## config.mk

```make
export PLATFORM = sky130hd
export DESIGN_NAME = tpc_match
export DESIGN_NICKNAME = d
export VERILOG_FILES = /design/src/design/tpc_pkg.sv /design/src/design/tpc_match.sv
export SDC_FILE = /design/constraint.sdc
export NUM_CORES = 1
export LEC_CHECK = 0
export BUFFER_PORTS_ARGS = -buffer_cell sky130_fd_sc_hd__buf_4
export CORE_AREA = 4 4 151 153
export DETAILED_ROUTE_END_ITERATION = 12
export DIE_AREA = 0 0 155 157
export PLACE_DENSITY = 0.47
export SYNTH_ARGS = -nofsm -noshare
export SYNTH_HDL_FRONTEND = slang
export SYNTH_SLANG_ARGS = --single-unit
```

## constraint.sdc

```tcl
create_clock -name vclk -period 2.44
set_clock_uncertainty 0.2 [all_clocks]
set_input_delay 0 -clock vclk [all_inputs]
set_output_delay 0 -clock vclk [all_outputs]
set_load 0.05 [all_outputs]
```

## src/design/tpc_pkg.sv

```systemverilog
`timescale 1ns / 1ps

package tpc_pkg;

  // cache geometry
  localparam int SETS     = 64;
  localparam int SET_BITS = 6;
  localparam int WAYS     = 8;
  localparam int WAY_BITS = 3;
  // tree levels, floor(log2(WAYS)), and node count of the full tree
  localparam int LEVELS   = 3;
  localparam int NODES    = 7;

  typedef enum logic [1:0] {
    OUT_HIT     = 2'd0,
    OUT_HIT_PF  = 2'd1,
    OUT_MISS    = 2'd2,
    OUT_MISS_PF = 2'd3
  } outcome_t;

  // tag match result for one set
  typedef struct packed {
    logic                hit;
    logic [WAY_BITS-1:0] way;
  } match_t;

  // follow the node bits from the root down to the victim way
  function automatic logic [WAY_BITS-1:0] tree_victim(logic [NODES-1:0] tree);
    logic [LEVELS:0]     node;
    logic [WAY_BITS-1:0] w;
    logic                b;
    node = '0;
    w    = '0;
    for (int i = 0; i < LEVELS; i++) begin
      b    = tree[node[LEVELS-1:0]];
      w    = {w[WAY_BITS-2:0], b};
      node = (node << 1) + (LEVELS+1)'(1) + (LEVELS+1)'(b);
    end
    return w;
  endfunction

  // set every node on the path to way w so it points away from w
  function automatic logic [NODES-1:0] point_away(logic [NODES-1:0] tree,
                                                  logic [WAY_BITS-1:0] w);
    logic [LEVELS:0]  node;
    logic [NODES-1:0] t;
    logic             dir;
    node = '0;
    t    = tree;
    for (int i = 0; i < LEVELS; i++) begin
      dir                  = w[LEVELS-1-i];
      t[node[LEVELS-1:0]]  = ~dir;
      node = (node << 1) + (LEVELS+1)'(1) + (LEVELS+1)'(dir);
    end
    return t;
  endfunction

endpackage

```

## src/design/tpc_match.sv

```systemverilog
`timescale 1ns / 1ps

module tpc_match
  import tpc_pkg::*;
#(
  parameter int TAG_W = 42
) (
  input  logic [WAYS*TAG_W-1:0] tags,
  input  logic [WAYS-1:0]       valid,
  input  logic [TAG_W-1:0]      tag,
  output match_t                match
);

  // compare all ways at once, lowest matching way wins
  always_comb begin
    match = '0;
    for (int w = WAYS - 1; w >= 0; w--) begin
      if (valid[w] && tags[w*TAG_W +: TAG_W] == tag) begin
        match.hit = 1'b1;
        match.way = WAY_BITS'(w);
      end
    end
  end

endmodule

```

==> results.md <==
Status:
- The run finished with clean final reports.

Timing:
- The final-report max-slew violation count is 0.
- The worst pin sits at a relative slew slack of 0.7038.
- The final cycle utilization of the critical path is 0.9370.
- Setup violations remaining at the end of the flow were counted as 0.
- Across all setup checks in the final design, the least slack found is 0.1538 ns.
- At the pin with the least slew margin, the transition time is between 0.4 and 0.5 ns.
- Setup repair after global routing left no endpoint under its margin.
- The minimum period implied by the final worst setup slack is 2.286 ns.
- Setup total negative slack on the finished layout was measured at 0 ns.
- Derived from the worst setup path, the maximum achievable clock frequency is 437.4 MHz.
- The final-report hold violation count came to 0.

Worst setup path:
- The worst endpoint required time is 2.24 ns.
- STA classifies the critical path startpoint as an input pin.
- The critical setup path kind is input pin to output pin.
- The launching element of the worst setup path is tag[27].
- At the worst endpoint, the arrival time is between 2 and 2.5 ns.
- Following the worst setup path forward leads to its endpoint at match[0].
- The largest fanout on the critical path is 5.
- The endpoint type of the worst setup path is an output pin.

Yosys:
- Of the post-synthesis cell area, the dominant cell type holds 0.4410.
- The net count after synthesis is ~900.
- After synthesis the cells add up to 4051 µm².
- The cell accounting for the most synthesized area is xnor2_1.
- In the synthesized netlist, the number of instances is ~540.
- Ranked by total cell area, the synthesized netlist is headed by xnor2_1, xor2_1, nand4_1.
- By instance count, the leading cell after synthesis is xnor2_1.
- The number of warning messages in the yosys log is 0.
- By count the netlist is led by xnor2_1, xor2_1, nand4_1.
- Synthesis instantiated 38 different standard cells from the library.
- The average cell area after synthesis is 7.516 µm².
- The fraction of the yosys area taken by sequential cells is 0.

Global route:
- The first global-routing pass estimated 40810 µm of wire.
- For this run the aggregate overflow at the end of global routing stands at 0.
- The initial antenna violation count came to 0.
- The global-route total usage across every layer is 0.2352.
- Entering global routing, the biggest net connects 10 pins.
- The number of global-route vias before repair is 5870.

Routing:
- The count of nets left with antenna violations once routing finished came out at 0.
- The routed design has 30620 µm of wire.
- The average wire length per cell after detail routing is 25.41 µm.
- For this run, design rule violations remaining after detail routing come to 0.
- Using the TritonRoute via totals, the vias-per-cell ratio works out to ~4.5.
- The first-pass detailed-route iteration total is 5.
- The number of violations reported at the end of detailed-routing iteration 0 is roughly 230.
- Across all layers, the routed design uses 5382 vias.

Layout:
- The count of non-filler cells in the finished layout is 1205.
- The share of layout cells above drive strength 1 is 0.4822.
- Registers take 0 µm².
- The clock buffers instantiated in the layout total 0.
- The sequential cell count is 0.
- The share of the core filled with cells in the final layout is 0.3487.
- The post-layout instance area is 7516 µm².
- The signed area change from the synthesized netlist to the final layout is 85.52%.
- After the last flow step, the layout net total stands at 1313.
- The antenna diode instance count is 0.

Clock network:
- The number of buffers inserted for hold repair after clock tree synthesis is 0.

Placement:
- Prior to clock tree synthesis, the placed netlist has a worst setup slack of -0.1499 ns.
- The count of buffers added on input and output ports is about 400.
- The placed standard-cell area is 7455 µm².
- Detailed placement finished with a half-perimeter wire length of roughly 27000 µm.
- The final weighted congestion of routability-driven global placement is ~0.86.
- The number of placed instances, taps included, is 1205.

Worst hold path:
- The worst hold path belongs to the class input pin to output pin.

Floorplan:
- After floorplanning, the core was divided into 54 placement rows.
- After floorplanning, the core was sized to cover 21550 µm².
- The width of the die is 155 µm.
- The die covers 24340 µm².
- The boundary pin count is 390.
- The die is approximately 160 µm tall.
- The starting utilization of the core area is 0.1880.

Power:
- IR analysis of the VDD net gives a maximum drop of 0.09847 mV.
- For this design the static power due to leakage is approximately 3.3 nW.
- For this design the ratio of total power to cell area is ~180 nW/µm².

Run:
- The max-cap check violation count is 0.
cell type report:
class / instances / area (µm²)
repair buffers: 428 / 3238
multi-input cells: 478 / 3856
inverters: 19 / 71.32
fillers: 2352 / 14040
well taps: 280 / 350.3
kinds of logic after synthesis:
| kind of cell | after synthesis | synth area share |
|---|---|---|
| AO/OA/AOI/OAI | 30 | 0.05775 |
| XOR/XNOR | 309 | 0.6680 |
| buffers and inverters | 61 | 0.06331 |
| AND/OR/NAND/NOR | 139 | 0.2109 |
through the flow:
stage               power [W]  hold slack, ns
finish               0.001368          0.5855
global route         0.001474          0.6033
CTS                  0.001379          0.5795
detailed placement   0.001371          0.5727
global placement     0.001369          0.5650
floorplan           0.0005968          0.3479
routing by layer:
metal | global-route usage | vias up | share of wire | wire [µm]
met5 | 0 | - | 0 | 0
met4 | 0.03953 | 0 | 0.021 | 654
met3 | 0.05554 | 36 | 0.098 | 2990
met2 | 0.4227 | 309 | 0.49 | 15000
met1 | 0.2900 | 2428 | 0.39 | 11980
li1 | - | 2609 | - | -
what timing repair did:
action                     CTS  global route
buffers inserted             0             0
setup endpoints to repair    4             4
resized for setup            3             6
how the worst min path moves through the flow:
stage	from	to	depth (start not counted)	slack [ns]
CTS	tags[21]	match[1]	7	0.58
floorplan	valid[6]	match[2]	5	0.35
global placement	tags[104]	match[1]	7	0.57
detailed placement	tags[21]	match[1]	7	0.57
finish	tags[21]	match[1]	7	0.59
global route	tags[167]	match[1]	7	0.60
cells in the final DEF (no fill, tap or decap), types with 3 or more instances in the layout:
master,n
nor4_2,7
o2bb2ai_1,3
xnor2_1,204
nor4_1,26
xor2_1,105
a2111oi_0,3
nor2_1,4
nor2b_1,8
nand2b_1,8
nor3_1,6
o22ai_1,4
inv_2,5
buf_4,426
nand3_1,13
a221oi_1,4
nand4_1,55
a21oi_1,3
nand2_1,4
inv_1,14
where the power goes:
group          internal, W  switching [W]  leakage (nW)  total [W]
logic             0.000766       0.000601          3.29    0.00137
registers                0              0             0          0
clock network            0              0             0          0
critical path: stages:
cell and delay (ns):
buf_4 0.12, buf_4 0.16, xor2_1 0.17, nor4_2 0.33, nand4_1 0.28, or4_4 0.62, nand2b_1 0.10, o21ai_1 0.09
buf_4 0.21
(Power assumes the default switching activity.)
