[config.mk]
export PLATFORM = sky130hd
export DESIGN_NAME = tpc_ram
export DESIGN_NICKNAME = d
export VERILOG_FILES = /design/src/design/tpc_ram.sv
export SDC_FILE = /design/constraint.sdc
export NUM_CORES = 1
export LEC_CHECK = 0
export ABC_AREA = 1
export ABC_CLOCK_PERIOD_IN_PS = 2400
export BUFFER_PORTS_ARGS = -buffer_cell sky130_fd_sc_hd__buf_2
export CAP_MARGIN = 20
export CORE_ASPECT_RATIO = 0.6
export CORE_MARGIN = 4
export CORE_UTILIZATION = 40
export DETAILED_ROUTE_END_ITERATION = 10
export PLACE_DENSITY = 0.57
export REMOVE_ABC_BUFFERS = 1
export SYNTH_ARGS = -nofsm -noshare
export SYNTH_HDL_FRONTEND = slang
export SYNTH_SLANG_ARGS = --single-unit
[constraint.sdc]
create_clock -name clk -period 2.4 [get_ports clk]
set_input_delay 0.12 -clock clk [delete_from_list [all_inputs] [get_ports clk]]
set_output_delay 0.12 -clock clk [all_outputs]
set_load 0.005 [all_outputs]
[src/design/tpc_ram.sv]
`timescale 1ns / 1ps

module tpc_ram #(
  parameter int WIDTH = 8,
  parameter int DEPTH = 64
) (
  input  logic                     clk,
  input  logic                     we,
  input  logic [$clog2(DEPTH)-1:0] waddr,
  input  logic [WIDTH-1:0]         wdata,
  input  logic                     re,
  input  logic [$clog2(DEPTH)-1:0] raddr,
  output logic [WIDTH-1:0]         rdata
);

  logic [WIDTH-1:0] mem [DEPTH];

  // one write port, one registered read port
  always_ff @(posedge clk) begin
    if (we) begin
      mem[waddr] <= wdata;
    end
    if (re) begin
      rdata <= mem[raddr];
    end
  end

endmodule

==> impl_metrics.env, run 1 <==
export IMPL_first_iter_violations=1705
export IMPL_cts_path_max_buffers=3
export IMPL_synth_most_common_cell="nand2_1"
export IMPL_crit_path_top_delay_cell="edfxtp_1"
export IMPL_max_stage_delay_ns=0.37
export IMPL_hold_viol_final=0
export IMPL_rsz0062_at_grt="false"
export IMPL_cp_cell_sequence="nand2_1, nand3_1, nand3_1, nand2_1, nand2_1, nand3_1, nand3_1, nand2_1"
export IMPL_ys_seq_area_share_pct=72.90
export IMPL_yosys_warnings=0
export IMPL_ys_types=15
export IMPL_grt_usage_pct=20.31
export IMPL_synth_edf_count=520
export IMPL_root_buffer="clkbuf_16"
export IMPL_status="completed"
export IMPL_leakagePower_nw=8.787
export IMPL_finalCritPeriodShare_pct=69.32
export IMPL_rr_startpoint="mem[47][1]"
export IMPL_async_flop_share_pct=0
export IMPL_r2r_slack_ns=0.74
export IMPL_antenna_found_initial=2
export IMPL_finish_instance_area_sq_um=24240
export IMPL_syn_mean_instance_area_sq_um=11.87
export IMPL_wl_per_cell_um=22.40
export IMPL_grt_max_degree=74
export IMPL_worst_path_buf_inv=0
export IMPL_core_sq_um=52780
export IMPL_final_nets=1905
export IMPL_crit_path_start_kind="flip-flop"
export IMPL_yosysTopAreaCell="edfxtp_1"
export IMPL_drive_gt1_share_pct=10.89
export IMPL_grt_pass1_wl_um=88220
export IMPL_grt_pass1_vias=13290
export IMPL_start_util_pct=40.58
export IMPL_die_h_um=187.2
export IMPL_die_area_sq_um=57440
export IMPL_max_freq_mhz=601.1
export IMPL_row_count=65
export IMPL_tns_ns=0
export IMPL_critPathTopFamily="simple AND/OR/NAND/NOR gates"
export IMPL_dpl_cell_area_sq_um=22670
export IMPL_die_x_um=306.7
export IMPL_layout_cells_non_filler=2624
export IMPL_dp_cells=2536
export IMPL_tritoncts="built"
export IMPL_criticalPathCategory="reg2reg"
export IMPL_arrival_ns=1.98
export IMPL_critPathRequiredTime_ns=2.72
export IMPL_synth_common_cells="nand2_1, edfxtp_1, nand3_1"
export IMPL_ys_ff_latch=520
export IMPL_synth_top_cell_area_share_pct=72.90
export IMPL_irDropWorstVdd_mv=0.4989
export IMPL_firstDrtPassIters=6
export IMPL_place_gp_congestion=0.8425
export IMPL_drc=0
export IMPL_syn_instance_count=1805
export IMPL_worstSetupEndpointType="flip-flop"
export IMPL_maxCapViolCount=0
export IMPL_ant_nets=0
export IMPL_clock_sinks=520
export IMPL_synth_ff_type="edfxtp_1"
export IMPL_crit_start="mem[47][1]"
export IMPL_cts_resized=0
export IMPL_clk_pin_slew_ns=0.07
export IMPL_setup_violations=0
export IMPL_htree_levels=2
export IMPL_pre_cts_slack_ns=0.3024
export IMPL_setup_ws_ns=0.7363
export IMPL_layout_min_cycle_time_ns=1.664
export IMPL_dpl_hpwl_um=35890
export IMPL_io_pins=31
export IMPL_syn_to_final_growth_pct=13.15
export IMPL_slew_violations=0
export IMPL_port_buffers=30
export IMPL_syn_area_sq_um=21420
export IMPL_grt_overflow=0
export IMPL_worstMarginPinSlew_ns=0.8255
export IMPL_cts_inserted_buffers=46
export IMPL_wirelength_um=58780
export IMPL_powerDensity_nw_per_um2=787.3
export IMPL_synth_area_leaders="edfxtp_1, nand2_1, nand3_1"
export IMPL_clk_latency_ns=0.56
export IMPL_hold_slack_ns=0.02749
export IMPL_min_from="raddr[5]"
export IMPL_max_slew_margin_rel_pct=44.97
export IMPL_vias_per_cell=5.391
export IMPL_n_fill_cell=4781
export IMPL_fin_skew_ns=0.01240
export IMPL_hold_path_class="in2reg"
export IMPL_cp_max_fo=1
export IMPL_vias=14150
stage by stage:
| stage | util, % | total power (W) |
|---|---|---|
| after floorplan | - | 0.01079 |
| after global placement | 42.90 | 0.01151 |
| after detailed placement | 42.96 | 0.01153 |
| after CTS | 45.91 | 0.01918 |
| after global routing | 45.91 | 0.01972 |
| final | 45.92 | 0.01908 |
cell type report:
class                           instances  area [sq um]  share of cell area [%]
Clock inverter                         30         342.8                   1.414
Inverter                               12         55.05                  0.2271
Tap cell                              703         879.6                   3.629
Antenna cell                            2         5.005                 0.02065
Sequential cell                       520         15620                   64.43
Multi-Input combinational cell       1160          4946                   20.41
Timing Repair Buffer                  142          1187                   4.899
Clock buffer                           55          1206                   4.977
cells by family (layout without fill, tap and decap cells):
logic type | count (synthesis) | after routing | synth area share [%]
buffers and inverters | 125 | 239 | 4.007
flip-flops | 520 | 520 | 72.90
other | 0 | 2 | 0
AND/OR/NAND/NOR | 1160 | 1160 | 23.09
per-layer routing:
| metal | vias to the layer above | part of all wire [%] | global-route usage, % |
|---|---|---|---|
| met5 | - | 0.022 | 0 |
| met1 | 6928 | 48 | 32.74 |
| met3 | 80 | 11 | 5.681 |
| met4 | 2 | 1.4 | 3.022 |
| met2 | 618 | 40 | 27.53 |
| li1 | 6517 | - | - |
sequential cells by signal (all words and copies together) (netlist names):
register and count:
rdata 8, mem 512
placed cells by master, fill, tap and decap left out:
master	Yosys	layout
nand2_1	648	648
diode_2	0	2
clkinv_1	0	12
bufinv_16	0	8
clkbuf_1	15	8
buf_16	0	1
dlygate4sd3_1	0	1
nand3_1	439	439
inv_8	0	1
buf_2	37	28
inv_4	0	1
clkinv_2	0	8
buf_4	14	98
inv_1	10	9
edfxtp_1	520	520
inv_6	1	2
clkbuf_8	0	1
nor4_1	8	8
nor2_1	56	56
inv_2	1	1
clkbuf_16	0	47
buf_12	0	13
nand4_1	9	9
worst reg2reg max path: cells and delay by family (launching register included):
family           cells  cell delay [ns]
flip-flops           1             0.37
AND/OR/NAND/NOR      8             1.06
worst paths after layout:
kind         cells after the start  endpoint
max                              8  rdata[1]
min                              3  rdata[3]
max reg2reg                      8  rdata[1]
min reg2reg                      8  rdata[1]
where the power goes:
part	internal [W]	leakage [nW]	switching (W)	total, W
Combinational	0.000324	3.34	0.000926	0.00125
Sequential	0.0101	4.69	0.0000328	0.0101
Clock	0.00445	0.761	0.00328	0.00773
Total	0.0148	8.79	0.00424	0.0191
repair_timing:
item                      in CTS  in global routing
hold buffers                   1                  0
setup buffers                  0                  0
hold endpoints to repair       8                  0
No activity file was read; power rests on OpenSTA's default activity.
==> inputs of run 2 (changes only) <==
--- a/config.mk
+++ b/config.mk
@@ -5,8 +5,8 @@
 export SDC_FILE = /design/constraint.sdc
 export NUM_CORES = 1
 export LEC_CHECK = 0
-export ABC_AREA = 1
-export ABC_CLOCK_PERIOD_IN_PS = 2400
+export ABC_AREA = 0
+export ABC_CLOCK_PERIOD_IN_PS = 1720
 export BUFFER_PORTS_ARGS = -buffer_cell sky130_fd_sc_hd__buf_2
 export CAP_MARGIN = 20
 export CORE_ASPECT_RATIO = 0.6
==> constraint.sdc (replaced) <==
create_clock -name clk -period 1.72 [get_ports clk]
set_input_delay 0.086 -clock clk [delete_from_list [all_inputs] [get_ports clk]]
set_output_delay 0.086 -clock clk [all_outputs]
set_load 0.005 [all_outputs]
==> run 2 against run 1 <==
  * The flow now finishes with violations (setup timing)
  * Global-route usage shrank 2.2 points
  * Highest routed layer is now met4
  * Critical path type unchanged
  * Non-clock buffer count grew 59
  * Wire length shrank 17%
  * Design area shrank 1.3%
  * Sequential share of layout area grew 0.84 points
  * Clock power grew 25%
  * Via count shrank 28%
  * Sequential power grew 40%
  * Final cell count shrank 30%
  * Count of clock-buffer cells in the layout shrank 1
  * Largest cell class unchanged
==> impl_metrics.env, run 2 <==
export IMPL_synth_fa_ha_area_share_pct=0
export IMPL_synthSimpleGateAreaFrac_pct=3.374
export IMPL_irDropWorstVdd_mv=0.7461
export IMPL_critPathTopFamily="multiplexers"
export IMPL_dp_cells=1771
export IMPL_synth_mux_area_share_pct=15.88
export IMPL_firstDrtPassIters=5
export IMPL_dpl_hpwl_um=31860
export IMPL_swShare_pct=21.19
export IMPL_row_count=63
export IMPL_powerDensity_nw_per_um2=1058
export IMPL_die_h_um=182.3
export IMPL_ys_ff_latch=520
export IMPL_port_buffers=30
export IMPL_switching_power_w=0.005366
export IMPL_post_cts_buffers=0
export IMPL_synth_top_cell_area_share_pct=77.12
export IMPL_syn_area_sq_um=20250
export IMPL_maxCapViolCount=0
export IMPL_max_stage_delay_ns=0.54
export IMPL_clk_pin_slew_ns=0.07
export IMPL_criticalPathCategory="reg2reg"
export IMPL_max_freq_mhz=486.8
export IMPL_layout_cells_non_filler=1847
export IMPL_grt_max_degree=65
export IMPL_worstSetupEndpointType="flip-flop"
export IMPL_cp_max_fo=1
export IMPL_critPathRequiredTime_ns=2.04
export IMPL_worstMarginPinSlew_ns=0.7801
export IMPL_p_seq_share_pct=55.6
export IMPL_wl_per_cell_um=26.48
export IMPL_root_buffer="clkbuf_16"
export IMPL_clock_sinks=520
export IMPL_syn_to_final_growth_pct=18.17
export IMPL_top_register="mem"
export IMPL_leakagePower_nw=7.726
export IMPL_hold_slack_ns=0.02828
export IMPL_largestRegisters="mem (512), rdata (8)"
export IMPL_ant_nets=0
export IMPL_cts_path_max_buffers=3
export IMPL_ys_types=39
export IMPL_cts_inserted_buffers=46
export IMPL_final_nets=1161
export IMPL_grt_overflow=0
export IMPL_io_pins=31
export IMPL_layout_min_cycle_time_ns=2.054
export IMPL_grt_pass1_wl_um=71660
export IMPL_place_gp_congestion=0.8030
export IMPL_syn_mean_instance_area_sq_um=21.54
export IMPL_syn_instance_count=940
export IMPL_start_util_pct=40.71
export IMPL_p_int_w=0.01996
export IMPL_rsz0062_at_grt="true"
export IMPL_synth_top_family_by_area="multiplexers"
export IMPL_synth_compound_area_share_pct=2.064
export IMPL_max_slew_margin_rel_pct=48.00
export IMPL_finalCritPeriodShare_pct=119.4
export IMPL_crit_path_top_delay_cell="mux4_2"
export IMPL_yosysTopAreaCell="edfxtp_1"
export IMPL_hold_path_class="in2reg"
export IMPL_layout_common_cells="edfxtp_1, buf_4, mux4_2, nor2_1, clkbuf_16"
export IMPL_synthXorXnorAreaFrac_pct=0
export IMPL_hold_viol_final=0
export IMPL_vias=10180
export IMPL_grt_usage_pct=18.13
export IMPL_arrival_ns=2.37
export IMPL_die_x_um=298.5
export IMPL_drc=0
export IMPL_fin_skew_ns=0.03615
export IMPL_clkPwrFrac_pct=38.2
export IMPL_worst_path_buf_inv=0
export IMPL_antenna_found_initial=0
export IMPL_drive_gt1_share_pct=35.28
export IMPL_die_area_sq_um=54400
export IMPL_vias_per_cell=5.513
export IMPL_yosys_warnings=0
export IMPL_synth_edf_count=520
export IMPL_largest_reg_flops=512
export IMPL_core_sq_um=49740
export IMPL_tritoncts="built"
export IMPL_synth_ff_type="edfxtp_1"
export IMPL_wirelength_um=48920
export IMPL_synth_area_leaders="edfxtp_1, mux4_2, nor2_1"
export IMPL_crit_path_start_kind="flip-flop"
export IMPL_pwr_share_comb_pct=6.2
export IMPL_setup_ws_ns=-0.3340
export IMPL_synth_most_common_cell="edfxtp_1"
export IMPL_slew_violations=0
export IMPL_first_iter_violations=1179
export IMPL_layout_commonest_cell="edfxtp_1"
export IMPL_ys_seq_area_share_pct=77.12
export IMPL_setup_violations=8
export IMPL_htree_levels=2
export IMPL_cp_cell_sequence="mux4_2, mux2_4, o221a_4, nor3_4, o32ai_2"
export IMPL_synth_common_cells="edfxtp_1, mux4_2, nor2_1"
export IMPL_antenna_cells=0
export IMPL_status="complete, but fails checks"
export IMPL_grt_pass1_vias=10170
export IMPL_clk_latency_ns=0.58
export IMPL_violations="setup timing"
export IMPL_async_flop_share_pct=0
## run 2: changes by cell type after synthesis, moves of 8 or more
| cell | previous run | this run |
|---|---|---|
| nor2b_1 | 0 | 14 |
| inv_1 | 10 | 0 |
| mux4_2 | 0 | 126 |
| o221ai_1 | 0 | 8 |
| mux2_2 | 0 | 13 |
| nand3_1 | 439 | 13 |
| buf_2 | 37 | 11 |
| nand2_1 | 648 | 19 |
| mux2i_1 | 0 | 23 |
| o22ai_1 | 0 | 8 |
| buf_6 | 35 | 4 |
| nor2_1 | 56 | 83 |
## run 2: final timing paths
kind                            startpoint         end  slack (ns)  cells past startpoint
worst max-delay path            mem[29][4]    rdata[4]       -0.33                      5
worst min-delay path              wdata[4]  mem[61][4]        0.03                      2
worst max register to register  mem[29][4]    rdata[4]       -0.33                      5
worst min register to register  mem[31][6]    rdata[6]        0.91                      3
## run 2: per-layer routing
metal | share of wire (%) | vias to the layer above | track usage, %
met4 | 1.6 | 0 | 3.450
met3 | 8.7 | 54 | 5.042
met5 | 0 | - | 0
met2 | 41 | 394 | 24.14
li1 | - | 4324 | -
met1 | 49 | 5411 | 29.59
## run 2: per-stage QoR
step           worst slack (ns)  total power [W]  utilization, %  instance area [sq um]  setup TNS, ns
2_1_floorplan           -0.1027          0.01489               -                  19930        -0.2579
3_3_place_gp            -0.6647          0.01587           45.08                  22420         -4.330
3_5_place_dp            -0.7762          0.01589           45.08                  22420         -4.738
4_1_cts                 -0.3054          0.02554           48.03                  23890         -1.683
5_1_grt                 -0.3680          0.02617           48.10                  23930         -2.059
6_report                -0.3340          0.02532           48.10                  23930         -1.712
## run 2: layout make-up
type	count	area [sq um]
clock buffers	54	1202
clock inverters	21	142.6
fillers	4083	25810
multi-input cells	369	4459
flip-flops and latches	520	15620
well taps	682	853.3
repair buffers	201	1653
## run 2: what timing repair did
action | in CTS | in global routing
endpoints found under the hold margin | 28 | 0
endpoints found under the setup margin | 8 | 8
pin swaps | 7 | 1
hold buffers | 2 | 0
gates resized for setup | 22 | 6
## run 2: kinds of logic (layout without fill, tap and decap cells)
logic type             count (synthesis)  in the layout
AO/OA/AOI/OAI                         54             54
multiplexers                         162            162
buffers and inverters                 51            276
AND/OR/NAND/NOR                      153            153
flip-flops                           520            520
## run 2: power by group through the flow
stage                     Sequential [W]  Clock [W]  Combinational, W
after floorplan                   0.0143          0          0.000544
after global placement            0.0144          0           0.00151
after detailed placement          0.0144          0           0.00153
after CTS                         0.0141    0.00988           0.00157
after global routing              0.0141     0.0104           0.00168
final                             0.0141    0.00967           0.00157
